$ cat src/rtl/dqd_pkg.sv
`default_nettype none
// ---------------------------------------------------------------------------
// dqd_pkg
// Shared constants, operation and status codes and the ring index helper
// for the double-ended queue with delete.
// ---------------------------------------------------------------------------
package dqd_pkg;

   localparam int QUEUE_DEPTH = 16;
   localparam int IDX_W       = (QUEUE_DEPTH > 1) ? $clog2(QUEUE_DEPTH) : 1;
   localparam int CNT_W       = $clog2(QUEUE_DEPTH + 1);

   localparam int OP_W   = 3;
   localparam int WORD_W = 32;
   localparam int STAT_W = 2;
   localparam int OCC_W  = 5;

   localparam logic [OP_W-1:0] OP_PUSH_BACK  = 3'd0;
   localparam logic [OP_W-1:0] OP_PUSH_FRONT = 3'd1;
   localparam logic [OP_W-1:0] OP_POP_FRONT  = 3'd2;
   localparam logic [OP_W-1:0] OP_POP_BACK   = 3'd3;
   localparam logic [OP_W-1:0] OP_DELETE     = 3'd4;

   localparam logic [STAT_W-1:0] ST_DONE      = 2'd0;
   localparam logic [STAT_W-1:0] ST_EMPTY     = 2'd1;
   localparam logic [STAT_W-1:0] ST_FULL      = 2'd2;
   localparam logic [STAT_W-1:0] ST_NOT_FOUND = 2'd3;

   localparam logic [IDX_W:0]   DEPTH_SUM = (IDX_W + 1)'(QUEUE_DEPTH);
   localparam logic [CNT_W-1:0] DEPTH_CNT = CNT_W'(QUEUE_DEPTH);
   localparam logic [IDX_W-1:0] LAST_IDX  = IDX_W'(QUEUE_DEPTH - 1);

   // ring position that lies offs places behind base
   function automatic logic [IDX_W-1:0] ring_slot(input logic [IDX_W-1:0] base,
                                                 input logic [IDX_W-1:0] offs);
      logic [IDX_W:0] sum;
      sum = {1'b0, base} + {1'b0, offs};
      if (sum >= DEPTH_SUM) begin
         sum = sum - DEPTH_SUM;
      end
      return sum[IDX_W-1:0];
   endfunction

endpackage
`default_nettype wire

$ cat src/rtl/double_ended_queue_with_delete_top.sv
`default_nettype none
// ---------------------------------------------------------------------------
// double_ended_queue_with_delete_top
// Bounded deque of 32-bit words in a ring memory, with push and pop at both
// ends and delete of the first matching word.
// ---------------------------------------------------------------------------
// Usage:
//  - req channel: req_valid/req_stall carry an operation and a word. A
//    transfer happens when req_valid is high and req_stall is low. The block
//    works on one request at a time and holds req_stall high from the
//    transfer until the result has moved into the output register.
//  - rsp channel: one result per request, held in an output register until
//    the receiver takes it (rsp_valid high, rsp_stall low). While a stalled
//    result sits there, the next result waits in the final state and no new
//    request is taken.
//  - a request ends by reading the front and back words, which is skipped
//    when the queue ends up empty. A delete scans the entries from the front
//    for the first match in read and compare steps, then shifts the tail one
//    entry toward the front in read and write steps. The single memory read
//    port serves the pop data, the scan, the shift and the front and back
//    reads.
//  - next request: taken in the cycle after the result moves to the output
//    register.
//  - reset empties the queue (count and front index cleared); the memory
//    content is not cleared and no entry is readable until pushed.
// ---------------------------------------------------------------------------
module double_ended_queue_with_delete_top (
   input  wire logic                          clock,
   input  wire logic                          reset,
   input  wire logic                          req_valid,
   output logic                               req_stall,
   input  wire logic [dqd_pkg::OP_W-1:0]      req_operation,
   input  wire logic [dqd_pkg::WORD_W-1:0]    req_value,
   output logic                               rsp_valid,
   input  wire logic                          rsp_stall,
   output logic [dqd_pkg::STAT_W-1:0]         rsp_status,
   output logic [dqd_pkg::WORD_W-1:0]         rsp_popped,
   output logic [dqd_pkg::OCC_W-1:0]          rsp_occupancy,
   output logic [dqd_pkg::WORD_W-1:0]         rsp_front_word,
   output logic [dqd_pkg::WORD_W-1:0]         rsp_back_word
);

   localparam int IDX_W  = dqd_pkg::IDX_W;
   localparam int CNT_W  = dqd_pkg::CNT_W;
   localparam int WORD_W = dqd_pkg::WORD_W;
   localparam int OCC_W  = dqd_pkg::OCC_W;

   localparam logic [3:0] S_IDLE     = 4'd0;
   localparam logic [3:0] S_EXEC     = 4'd1;
   localparam logic [3:0] S_POP_WAIT = 4'd2;
   localparam logic [3:0] S_SCAN_RD  = 4'd3;
   localparam logic [3:0] S_SCAN_CMP = 4'd4;
   localparam logic [3:0] S_SHIFT_RD = 4'd5;
   localparam logic [3:0] S_SHIFT_WR = 4'd6;
   localparam logic [3:0] S_RD_FRONT = 4'd7;
   localparam logic [3:0] S_RD_BACK  = 4'd8;
   localparam logic [3:0] S_RD_WAIT  = 4'd9;
   localparam logic [3:0] S_DONE     = 4'd10;

   logic [3:0]                       state_ff, state_in;
   logic [CNT_W-1:0]                 count_ff, count_in;
   logic [IDX_W-1:0]                 front_ff, front_in;
   logic [CNT_W-1:0]                 pos_ff, pos_in;
   logic [dqd_pkg::OP_W-1:0]         op_ff, op_in;
   logic [WORD_W-1:0]                val_ff, val_in;
   logic [dqd_pkg::STAT_W-1:0]       status_ff, status_in;
   logic [WORD_W-1:0]                popped_ff, popped_in;
   logic [WORD_W-1:0]                front_word_ff, front_word_in;
   logic [WORD_W-1:0]                back_word_ff, back_word_in;

   logic                             rsp_valid_ff, rsp_valid_in;
   logic [dqd_pkg::STAT_W-1:0]       rsp_status_ff;
   logic [WORD_W-1:0]                rsp_popped_ff;
   logic [OCC_W-1:0]                 rsp_occupancy_ff;
   logic [WORD_W-1:0]                rsp_front_word_ff;
   logic [WORD_W-1:0]                rsp_back_word_ff;
   logic                             rsp_load;

   logic [WORD_W-1:0]                entry_store_ff [dqd_pkg::QUEUE_DEPTH];
   logic [WORD_W-1:0]                rd_data_ff;
   logic [IDX_W-1:0]                 rd_addr;
   logic                             wr_en;
   logic [IDX_W-1:0]                 wr_addr;
   logic [WORD_W-1:0]                wr_data;

   logic [IDX_W-1:0]                 slot_off;
   logic [IDX_W-1:0]                 slot_idx;
   logic [IDX_W-1:0]                 front_dec;
   logic [CNT_W-1:0]                 cnt_m1;
   logic [CNT_W-1:0]                 pos_p1;
   logic                             is_full;
   logic                             is_empty;
   logic [CNT_W+OCC_W-1:0]           occ_ext;

   assign cnt_m1    = count_ff - 1'b1;
   assign pos_p1    = pos_ff + 1'b1;
   assign is_full   = (count_ff >= dqd_pkg::DEPTH_CNT);
   assign is_empty  = (count_ff == '0);
   assign front_dec = (front_ff == '0) ? dqd_pkg::LAST_IDX : front_ff - 1'b1;
   assign occ_ext   = {{OCC_W{1'b0}}, count_ff};

   // offset into the ring for the shared slot adder
   always_comb begin
      slot_off = '0;
      unique case (state_ff)
         S_EXEC: begin
            if (op_ff == dqd_pkg::OP_PUSH_BACK) begin
               slot_off = count_ff[IDX_W-1:0];
            end else if (op_ff == dqd_pkg::OP_POP_BACK) begin
               slot_off = cnt_m1[IDX_W-1:0];
            end
         end
         S_POP_WAIT: begin
            if (op_ff == dqd_pkg::OP_POP_FRONT) begin
               slot_off = IDX_W'(1);
            end
         end
         S_SCAN_RD,
         S_SHIFT_WR: slot_off = pos_ff[IDX_W-1:0];
         S_SHIFT_RD: slot_off = pos_p1[IDX_W-1:0];
         S_RD_BACK:  slot_off = cnt_m1[IDX_W-1:0];
         default:    slot_off = '0;
      endcase
   end

   assign slot_idx = dqd_pkg::ring_slot(front_ff, slot_off);

   always_comb begin
      state_in      = state_ff;
      count_in      = count_ff;
      front_in      = front_ff;
      pos_in        = pos_ff;
      op_in         = op_ff;
      val_in        = val_ff;
      status_in     = status_ff;
      popped_in     = popped_ff;
      front_word_in = front_word_ff;
      back_word_in  = back_word_ff;
      wr_en         = 1'b0;
      wr_addr       = slot_idx;
      wr_data       = val_ff;
      rd_addr       = slot_idx;
      rsp_load      = 1'b0;

      unique case (state_ff)
         S_IDLE: begin
            if (req_valid) begin
               op_in     = req_operation;
               val_in    = req_value;
               status_in = dqd_pkg::ST_DONE;
               popped_in = '0;
               pos_in    = '0;
               state_in  = S_EXEC;
            end
         end
         S_EXEC: begin
            state_in = S_RD_FRONT;
            unique case (op_ff) inside
               dqd_pkg::OP_PUSH_BACK: begin
                  if (is_full) begin
                     status_in = dqd_pkg::ST_FULL;
                  end else begin
                     wr_en    = 1'b1;
                     count_in = count_ff + 1'b1;
                  end
               end
               dqd_pkg::OP_PUSH_FRONT: begin
                  if (is_full) begin
                     status_in = dqd_pkg::ST_FULL;
                  end else begin
                     wr_en    = 1'b1;
                     wr_addr  = front_dec;
                     front_in = front_dec;
                     count_in = count_ff + 1'b1;
                  end
               end
               dqd_pkg::OP_POP_FRONT, dqd_pkg::OP_POP_BACK: begin
                  if (is_empty) begin
                     status_in = dqd_pkg::ST_EMPTY;
                  end else begin
                     state_in = S_POP_WAIT;
                  end
               end
               dqd_pkg::OP_DELETE: begin
                  if (is_empty) begin
                     status_in = dqd_pkg::ST_NOT_FOUND;
                  end else begin
                     state_in = S_SCAN_RD;
                  end
               end
               default: state_in = S_RD_FRONT;
            endcase
         end
         S_POP_WAIT: begin
            popped_in = rd_data_ff;
            count_in  = cnt_m1;
            if (op_ff == dqd_pkg::OP_POP_FRONT) begin
               front_in = slot_idx;
            end
            state_in = S_RD_FRONT;
         end
         S_SCAN_RD: begin
            state_in = S_SCAN_CMP;
         end
         S_SCAN_CMP: begin
            if (rd_data_ff == val_ff) begin
               state_in = S_SHIFT_RD;
            end else begin
               pos_in = pos_p1;
               if (pos_p1 == count_ff) begin
                  status_in = dqd_pkg::ST_NOT_FOUND;
                  state_in  = S_RD_FRONT;
               end else begin
                  state_in = S_SCAN_RD;
               end
            end
         end
         S_SHIFT_RD: begin
            // move the next entry one place toward the front
            if (pos_p1 < count_ff) begin
               state_in = S_SHIFT_WR;
            end else begin
               count_in = cnt_m1;
               state_in = S_RD_FRONT;
            end
         end
         S_SHIFT_WR: begin
            wr_en    = 1'b1;
            wr_data  = rd_data_ff;
            pos_in   = pos_p1;
            state_in = S_SHIFT_RD;
         end
         S_RD_FRONT: begin
            if (is_empty) begin
               front_word_in = '0;
               back_word_in  = '0;
               state_in      = S_DONE;
            end else begin
               state_in = S_RD_BACK;
            end
         end
         S_RD_BACK: begin
            front_word_in = rd_data_ff;
            state_in      = S_RD_WAIT;
         end
         S_RD_WAIT: begin
            back_word_in = rd_data_ff;
            state_in     = S_DONE;
         end
         S_DONE: begin
            if (!rsp_valid_ff || !rsp_stall) begin
               rsp_load = 1'b1;
               state_in = S_IDLE;
            end
         end
         default: state_in = S_IDLE;
      endcase
   end

   assign rsp_valid_in = rsp_load | (rsp_valid_ff & rsp_stall);

   always_ff @(posedge clock) begin
      if (reset) begin
         state_ff     <= S_IDLE;
         count_ff     <= '0;
         front_ff     <= '0;
         rsp_valid_ff <= 1'b0;
      end else begin
         state_ff     <= state_in;
         count_ff     <= count_in;
         front_ff     <= front_in;
         rsp_valid_ff <= rsp_valid_in;
      end
   end

   always_ff @(posedge clock) begin
      pos_ff        <= pos_in;
      op_ff         <= op_in;
      val_ff        <= val_in;
      status_ff     <= status_in;
      popped_ff     <= popped_in;
      front_word_ff <= front_word_in;
      back_word_ff  <= back_word_in;
      if (rsp_load) begin
         rsp_status_ff     <= status_ff;
         rsp_popped_ff     <= popped_ff;
         rsp_occupancy_ff  <= occ_ext[OCC_W-1:0];
         rsp_front_word_ff <= front_word_ff;
         rsp_back_word_ff  <= back_word_ff;
      end
   end

   // ring memory, one write and one registered read port
   always_ff @(posedge clock) begin
      if (wr_en) begin
         entry_store_ff[wr_addr] <= wr_data;
      end
      rd_data_ff <= entry_store_ff[rd_addr];
   end

   assign req_stall      = (state_ff != S_IDLE);
   assign rsp_valid      = rsp_valid_ff;
   assign rsp_status     = rsp_status_ff;
   assign rsp_popped     = rsp_popped_ff;
   assign rsp_occupancy  = rsp_occupancy_ff;
   assign rsp_front_word = rsp_front_word_ff;
   assign rsp_back_word  = rsp_back_word_ff;

   a_count_bound: assert property (@(posedge clock) disable iff (reset)
      count_ff <= dqd_pkg::DEPTH_CNT)
      else $error("entry count beyond queue depth");

   a_done_waits: assert property (@(posedge clock) disable iff (reset)
      (state_ff == S_DONE && rsp_valid_ff && rsp_stall) |=> (state_ff == S_DONE))
      else $error("result overwritten while output stalled");

   a_full_status: assert property (@(posedge clock) disable iff (reset)
      (state_ff == S_DONE && status_ff == dqd_pkg::ST_FULL)
      |-> (count_ff == dqd_pkg::DEPTH_CNT))
      else $error("full status with room left");

   a_empty_words: assert property (@(posedge clock) disable iff (reset)
      (state_ff == S_DONE && count_ff == '0)
      |-> (front_word_ff == '0 && back_word_ff == '0))
      else $error("empty queue reports nonzero end words");

endmodule
`default_nettype wire

$ cat config.mk
export PLATFORM = sky130hd
export DESIGN_NAME = double_ended_queue_with_delete_top
export DESIGN_NICKNAME = d
export VERILOG_FILES = /design/src/rtl/dqd_pkg.sv /design/src/rtl/double_ended_queue_with_delete_top.sv
export SDC_FILE = /design/constraint.sdc
export NUM_CORES = 1
export LEC_CHECK = 0
export BUFFER_PORTS_ARGS = -buffer_cell sky130_fd_sc_hd__buf_2
export CAP_MARGIN = 40
export CORE_MARGIN = 2
export CORE_UTILIZATION = 49
export DETAILED_ROUTE_END_ITERATION = 16
export GPL_TIMING_DRIVEN = 1
export PLACE_DENSITY = 0.74
export SLEW_MARGIN = 10
export SYNTH_ARGS = -nofsm -noshare
export SYNTH_HDL_FRONTEND = slang
export SYNTH_SLANG_ARGS = --single-unit
$ cat constraint.sdc
create_clock -name clock -period 13.8 [get_ports clock]
set_clock_uncertainty 0.05 [all_clocks]
set_input_delay 2.07 -clock clock [delete_from_list [all_inputs] [get_ports clock]]
set_output_delay 2.07 -clock clock [all_outputs]
set_load 0.01 [all_outputs]
== After elaboration in Yosys (flattened, before gate mapping) ==
Memory sizes are Yosys's and may differ from the RTL's. A register that Yosys moved wholly into a read port is not among the register bits.
Cells that the tools add are included.

* $add $sub $neg: 6
* $lt $le $gt $ge: 3
* Equality and inequality tests: 30
* Mux-type cells: 51
* Bitwise operators: 2
* Reductions and logical operators: 27

{| class="wikitable"
|+ Operators by type and width
! operator !! count
|-
| case mux 32 bit (2 select lines) || 3
|-
| 2-to-1 mux 32 bit || 3
|-
| 2-to-1 mux 4 bit || 12
|-
| case mux 4 bit (11 select lines) || 1
|-
| == test 32 bit || 1
|-
| case mux 5 bit (3 select lines) || 2
|-
| 2-to-1 mux 5 bit || 5
|-
| inequality test 2 bit (second input constant) || 10
|-
| case mux 4 bit (5 select lines) || 1
|-
| == test 4 x 3 -> 1 bit (second input constant) || 4
|-
| 2-to-1 mux 2 bit || 7
|-
| == test 4 bit (second input constant) || 3
|-
| 2-to-1 mux 3 bit || 4
|-
| case mux 2 bit (3 select lines) || 2
|-
| adder 5 x 1 -> 5 bit (second input constant) || 2
|-
| greater-or-equal comparator 5 bit (second input constant) || 2
|-
| AND reduction 2 bit || 5
|-
| inequality test 3 bit (second input constant) || 3
|-
| nonzero test 3 bit || 3
|-
| == test 4 x 2 -> 1 bit (second input constant) || 2
|-
| logical NOT 4 bit || 2
|-
| 2-to-1 mux 1 bit || 8
|-
| case mux 4 bit (2 select lines) || 1
|-
| AND reduction 4 bit || 2
|-
| 23 further kinds || 31
|}

* Register bits after elaboration: 255
* RAM bits: 512
* Input bits: 39
* Output and inout bits: 105
* Word-level logic and storage cells: 136
* Memories kept: 1

{| class="wikitable"
|+ Memories
! memory !! depth !! width !! rd ports !! clocked after Yosys merged registers in !! write ports !! line !! text
|-
| entry_store_ff || 16 || 32 || 1 || 1 || 1 || double_ended_queue_with_delete_top.sv:79 || <nowiki>logic [WORD_W-1:0] entry_store_ff [dqd_pkg::QUEUE_DEPTH];</nowiki>
|}

== Longest topological paths before layout ==
* Depth after elaboration: 10
* Mapped depth: 16

== Least setup slack after synthesis ==
OpenSTA, ideal clock, no wires.

* Kind: input to register
* Start: input port rsp_stall
* End: register rsp_back_word_ff[0], in the netlist rsp_back_word[0], enable pin
* Setup time: 0.598 ns
* Arrival: 6.932 ns
* Path slack: 6.219 ns
* Cell stages on the path: 1
* Path buffers: 0
* Cells stage by stage: a21oi_1

* Cells in the longest elaborated chain, start to end: 4

{| class="wikitable"
|+ Ends and longest elaborated chain
! item !! line !! text
|-
| from (decl) || double_ended_queue_with_delete_top.sv:35 || <nowiki>input wire logic rsp_stall,</nowiki>
|-
| logical NOT 1 bit || double_ended_queue_with_delete_top.sv:251 || <nowiki>if (!rsp_valid_ff || !rsp_stall) begin</nowiki>
|-
| logical OR 1 bit || double_ended_queue_with_delete_top.sv:251 ||
|-
| 2-to-1 mux 1 bit || double_ended_queue_with_delete_top.sv:251 ||
|-
| 2-to-1 mux 1 bit || double_ended_queue_with_delete_top.sv:145 || <nowiki>unique case (state_ff)</nowiki>
|-
| to (signal assigned) || double_ended_queue_with_delete_top.sv:289 || <nowiki>rsp_back_word_ff <= back_word_ff;</nowiki>
|-
| to (decl) || double_ended_queue_with_delete_top.sv:76 || <nowiki>logic [WORD_W-1:0] rsp_back_word_ff;</nowiki>
|}

Every way passes these cells.
A chain may end at the register's enable or synchronous reset.

== Worst setup path after layout ==
* Start: register state_ff[0]
* End: memory entry_store_ff[15][22], enable pin

* Cells in the longest elaborated chain, start to end: 9
* Elaborated cells between the ends (all ways): 18

{| class="wikitable"
|+ Ends and longest elaborated chain
! item !! line !! text
|-
| from (decl) || double_ended_queue_with_delete_top.sv:60 || <nowiki>logic [3:0] state_ff, state_in;</nowiki>
|-
| from (signal assigned) || double_ended_queue_with_delete_top.sv:269 || <nowiki>state_ff <= state_in;</nowiki>
|-
| == test 4 x 3 -> 1 bit / == test 4 x 2 -> 1 bit (equally long branches) || double_ended_queue_with_delete_top.sv:105, double_ended_queue_with_delete_top.sv:145 ||
|-
| OR reduction 2 bit || double_ended_queue_with_delete_top.sv:105 || <nowiki>unique case (state_ff)</nowiki>
|-
| case mux 4 bit (5 select lines) || double_ended_queue_with_delete_top.sv:105 ||
|-
| adder 4 x 4 -> 5 bit || dqd_pkg.sv:37 || <nowiki>sum = {1'b0, base} + {1'b0, offs};</nowiki>
|-
| subtractor 4 x 1 -> 4 bit / greater-or-equal comparator 5 bit (equally long branches) || dqd_pkg.sv:39, dqd_pkg.sv:38 ||
|-
| 2-to-1 mux 4 bit || dqd_pkg.sv:38 || <nowiki>if (sum >= DEPTH_SUM) begin</nowiki>
|-
| 2-to-1 mux 4 bit || double_ended_queue_with_delete_top.sv:168 || <nowiki>if (is_full) begin</nowiki>
|-
| 2-to-1 mux 4 bit || double_ended_queue_with_delete_top.sv:158 || <nowiki>unique case (op_ff) inside</nowiki>
|-
| 2-to-1 mux 4 bit || double_ended_queue_with_delete_top.sv:145 ||
|-
| to (decl) || double_ended_queue_with_delete_top.sv:79 ||
|}

Parallel ways exist; a longest one is shown, timed or not.

==> run summary <==
number of synthesized flops with an enable pin: 753
critical path endpoint category: flop
# Max-Cap Violations: 0
CTS H-Tree Depth: 3
grt met3 use: 3.97%
slew margin rel.: 39.9%
post-detail-place hpwl: 38000 um
Switching Power: 2.21 mW
clk sink count: 799
Starting Density: 49.5%
Syn Nets: 1565
synth unique cells: 60
met2 Resource Use GR: 32.3%
CP delay by family, top: simple AND/OR/NAND/NOR gates
Avg Cell Area, Syn: 20.2 um^2
GPL Wtd Cong: 0.908
Int Power: 5.13 mW
hold_buf cts: 0
global-route wire length before repair: 95000 um
vias in the first global route: 15000
Most used DFF post-synth: edfxtp_1
gr usage total: 20.2%
pin count of the biggest net entering global routing: 75
CP peak stage delay: 0.74 ns
Reg power frac: 44.7%
final wirelength: 64000 um
Max Clk Rate: 182 MHz
fraction of registers with async set/reset: 0%
CP Max Fanout: 35
final core utilization: 57.1%
CTS root buf: clkbuf_16
post-CTS setup buffers: 0
Via Count: 14844
Cells after Synth: 1511
RSZ-0062 raised after global routing: false
die height: 254 um
Slowest-stage cell, CP: dfxtp_1
period utilization: 39.8%
share of layout cells above drive strength 1: 28.6%
Syn Std Cell Area: 30600 um^2
remaining global-route overflow: 0
Final Worst Setup Slack: 8.31 ns
Reg clk slew, reported paths: 0.06 ns
Crit path buffers/inverters: 2
n_diodes: 0
YS warnings: 0
Filler Cell Count: 4495
clock latency at the later pin of the worst-skew pair: 0.62 ns
# DRC: 0
critical path class: flop to flop
ranking of synthesized cells by area: edfxtp_1, mux4_2, mux2i_1, dfxtp_1, and2_1
core area: 61700 um^2
WP data required: 14.02 ns
drt wl/cell: 24.6 um
I/O pin count: 144
Comb pwr share: 26.8%
most frequent cells in the layout: edfxtp_1, buf_2, mux4_2
fin nets: 1758
Die X-Extent: 254 um
Synth area leader: edfxtp_1
Fin Hold WS: 0.365 ns
P&R area growth vs syn: 15.2%
worst IR drop on VDD: 0.170 mV
cts bufs inserted: 78
fin. max-slew vios: 0
maximum clock path buffer count: 3
DR vias/cell: 5.69
crit path launch type: flop
M1 GR Usage: 28.1%
Sw Ratio: 30.1%
Cell Chain, Critical Path: or4b_1 > or3_1 > a211oi_1 > a211oi_1 > o21ai_0 > ha_4 > fa_4 > xor2_4 > buf_4 > nand3_1 > o31ai_1 > nand2_1 > nor2_4 > buf_4
initial antenna violation count: 0
final setup vio count: 0
outcome: finished clean
Yosys reg bits: 799
min Tclk post-route: 5.49 ns
Routed Antenna Nets: 0
Row Count: 91
post-cts resize count: 0
PwrDens: 208 nW/um^2
leading cell type in the layout, fill and taps excluded: edfxtp_1
CTS tree: done
area share of the largest cell type after synthesis: 74.0%
initial drt markers: 1581
PortBufs: 143
worst min path class: flop to flop
global route hottest layer: met2
final hold violations: 0
worst slew pin tran: 0.901 ns
critical path data arrival time: 5.71 ns
Setup WS pre-CTS: 8.30 ns
setup_tns: 0 ns
Die ar.: 64400 um^2
sequential share of the synthesized area: 77.0%
clock share of power: 28.5%
DRT Pass-1 Iters: 5
Pleak: 11.4 nW
-- sequential cells by signal (all words and copies together), names as in the netlist --
register        cells
back_word_ff       32
count_ff            5
entry_store_ff    512
front_ff            4
front_word_ff      32
op_ff               3
popped_ff          32
pos_ff              5
rd_data_ff         32
rsp_back_word      32
rsp_front_word     32
rsp_occupancy       5
rsp_popped         32
rsp_status          2
rsp_valid           1
state_ff            4
status_ff           2
val_ff             32
-- worst paths after layout --
path,startpoint,to,slack (ns),cells after the start
worst max-delay path,state_ff[0],entry_store_ff[15][22],8.31,14
worst min-delay path,front_word_ff[29],rsp_front_word[29],0.36,0
worst max register to register,state_ff[0],entry_store_ff[15][22],8.31,14
worst min register to register,front_word_ff[29],rsp_front_word[29],0.36,0
-- cell type report --
cell class / instances / area (um^2) / area share (%)
clock buffer: 96 / 2100 / 5.97
multi-input combinational: 631 / 6910 / 19.6
timing repair buffer: 179 / 1110 / 3.16
clock inverter: 50 / 448 / 1.27
sequential: 799 / 23500 / 66.8
inverter: 15 / 56.3 / 0.160
tap: 837 / 1050 / 2.97
-- per-layer routing --
metal  routed length, um  share of wire, %
met5                   0                 0
met4                1530               2.4
met3                5120               8.0
met2               31200                49
met1               26200                41
-- per-stage QoR --
stage / power (mW) / std cells / cell area, um^2
after floorplan: 4.68 / 1511 / 30600
after global placement: 5.21 / 2452 / 32500
after detailed placement: 5.30 / 2461 / 32700
after CTS: 7.39 / 2607 / 35200
after global routing: 7.65 / 2607 / 35200
final: 7.34 / 2607 / 35200
-- power groups by stage --
stage	sequential, mW	clock [mW]	combinational [mW]
floorplan	3.19	0	1.49
global placement	3.32	0	1.89
detailed placement	3.33	0	1.98
CTS	3.28	2.13	1.99
global route	3.30	2.22	2.12
finish	3.28	2.09	1.97
-- Yosys cell counts, types with 4 or more instances --
master,n
mux2_2,32
or3_1,4
nand3_1,10
buf_2,9
xor2_1,4
nand4_1,12
inv_1,15
and2_1,96
ha_1,14
dfxtp_1,46
o31ai_1,7
mux2i_1,100
nor2_1,44
nand2_1,30
mux4_2,128
buf_1,4
a21oi_1,20
buf_6,4
nor2b_1,5
edfxtp_1,753
nor3_1,10
o21ai_0,14
xnor2_1,40
clkbuf_1,49
-- kinds of logic after synthesis --
kind of cell,after synthesis,synth area share [%]
compound gates,77,1.82
xor+xnor,44,1.26
fa+ha+maj,15,0.638
buf+inv,81,1.13
flops,799,77.0
mux,260,13.9
simple gates,235,4.30
Note: power is estimated with default switching activity, not from simulation.
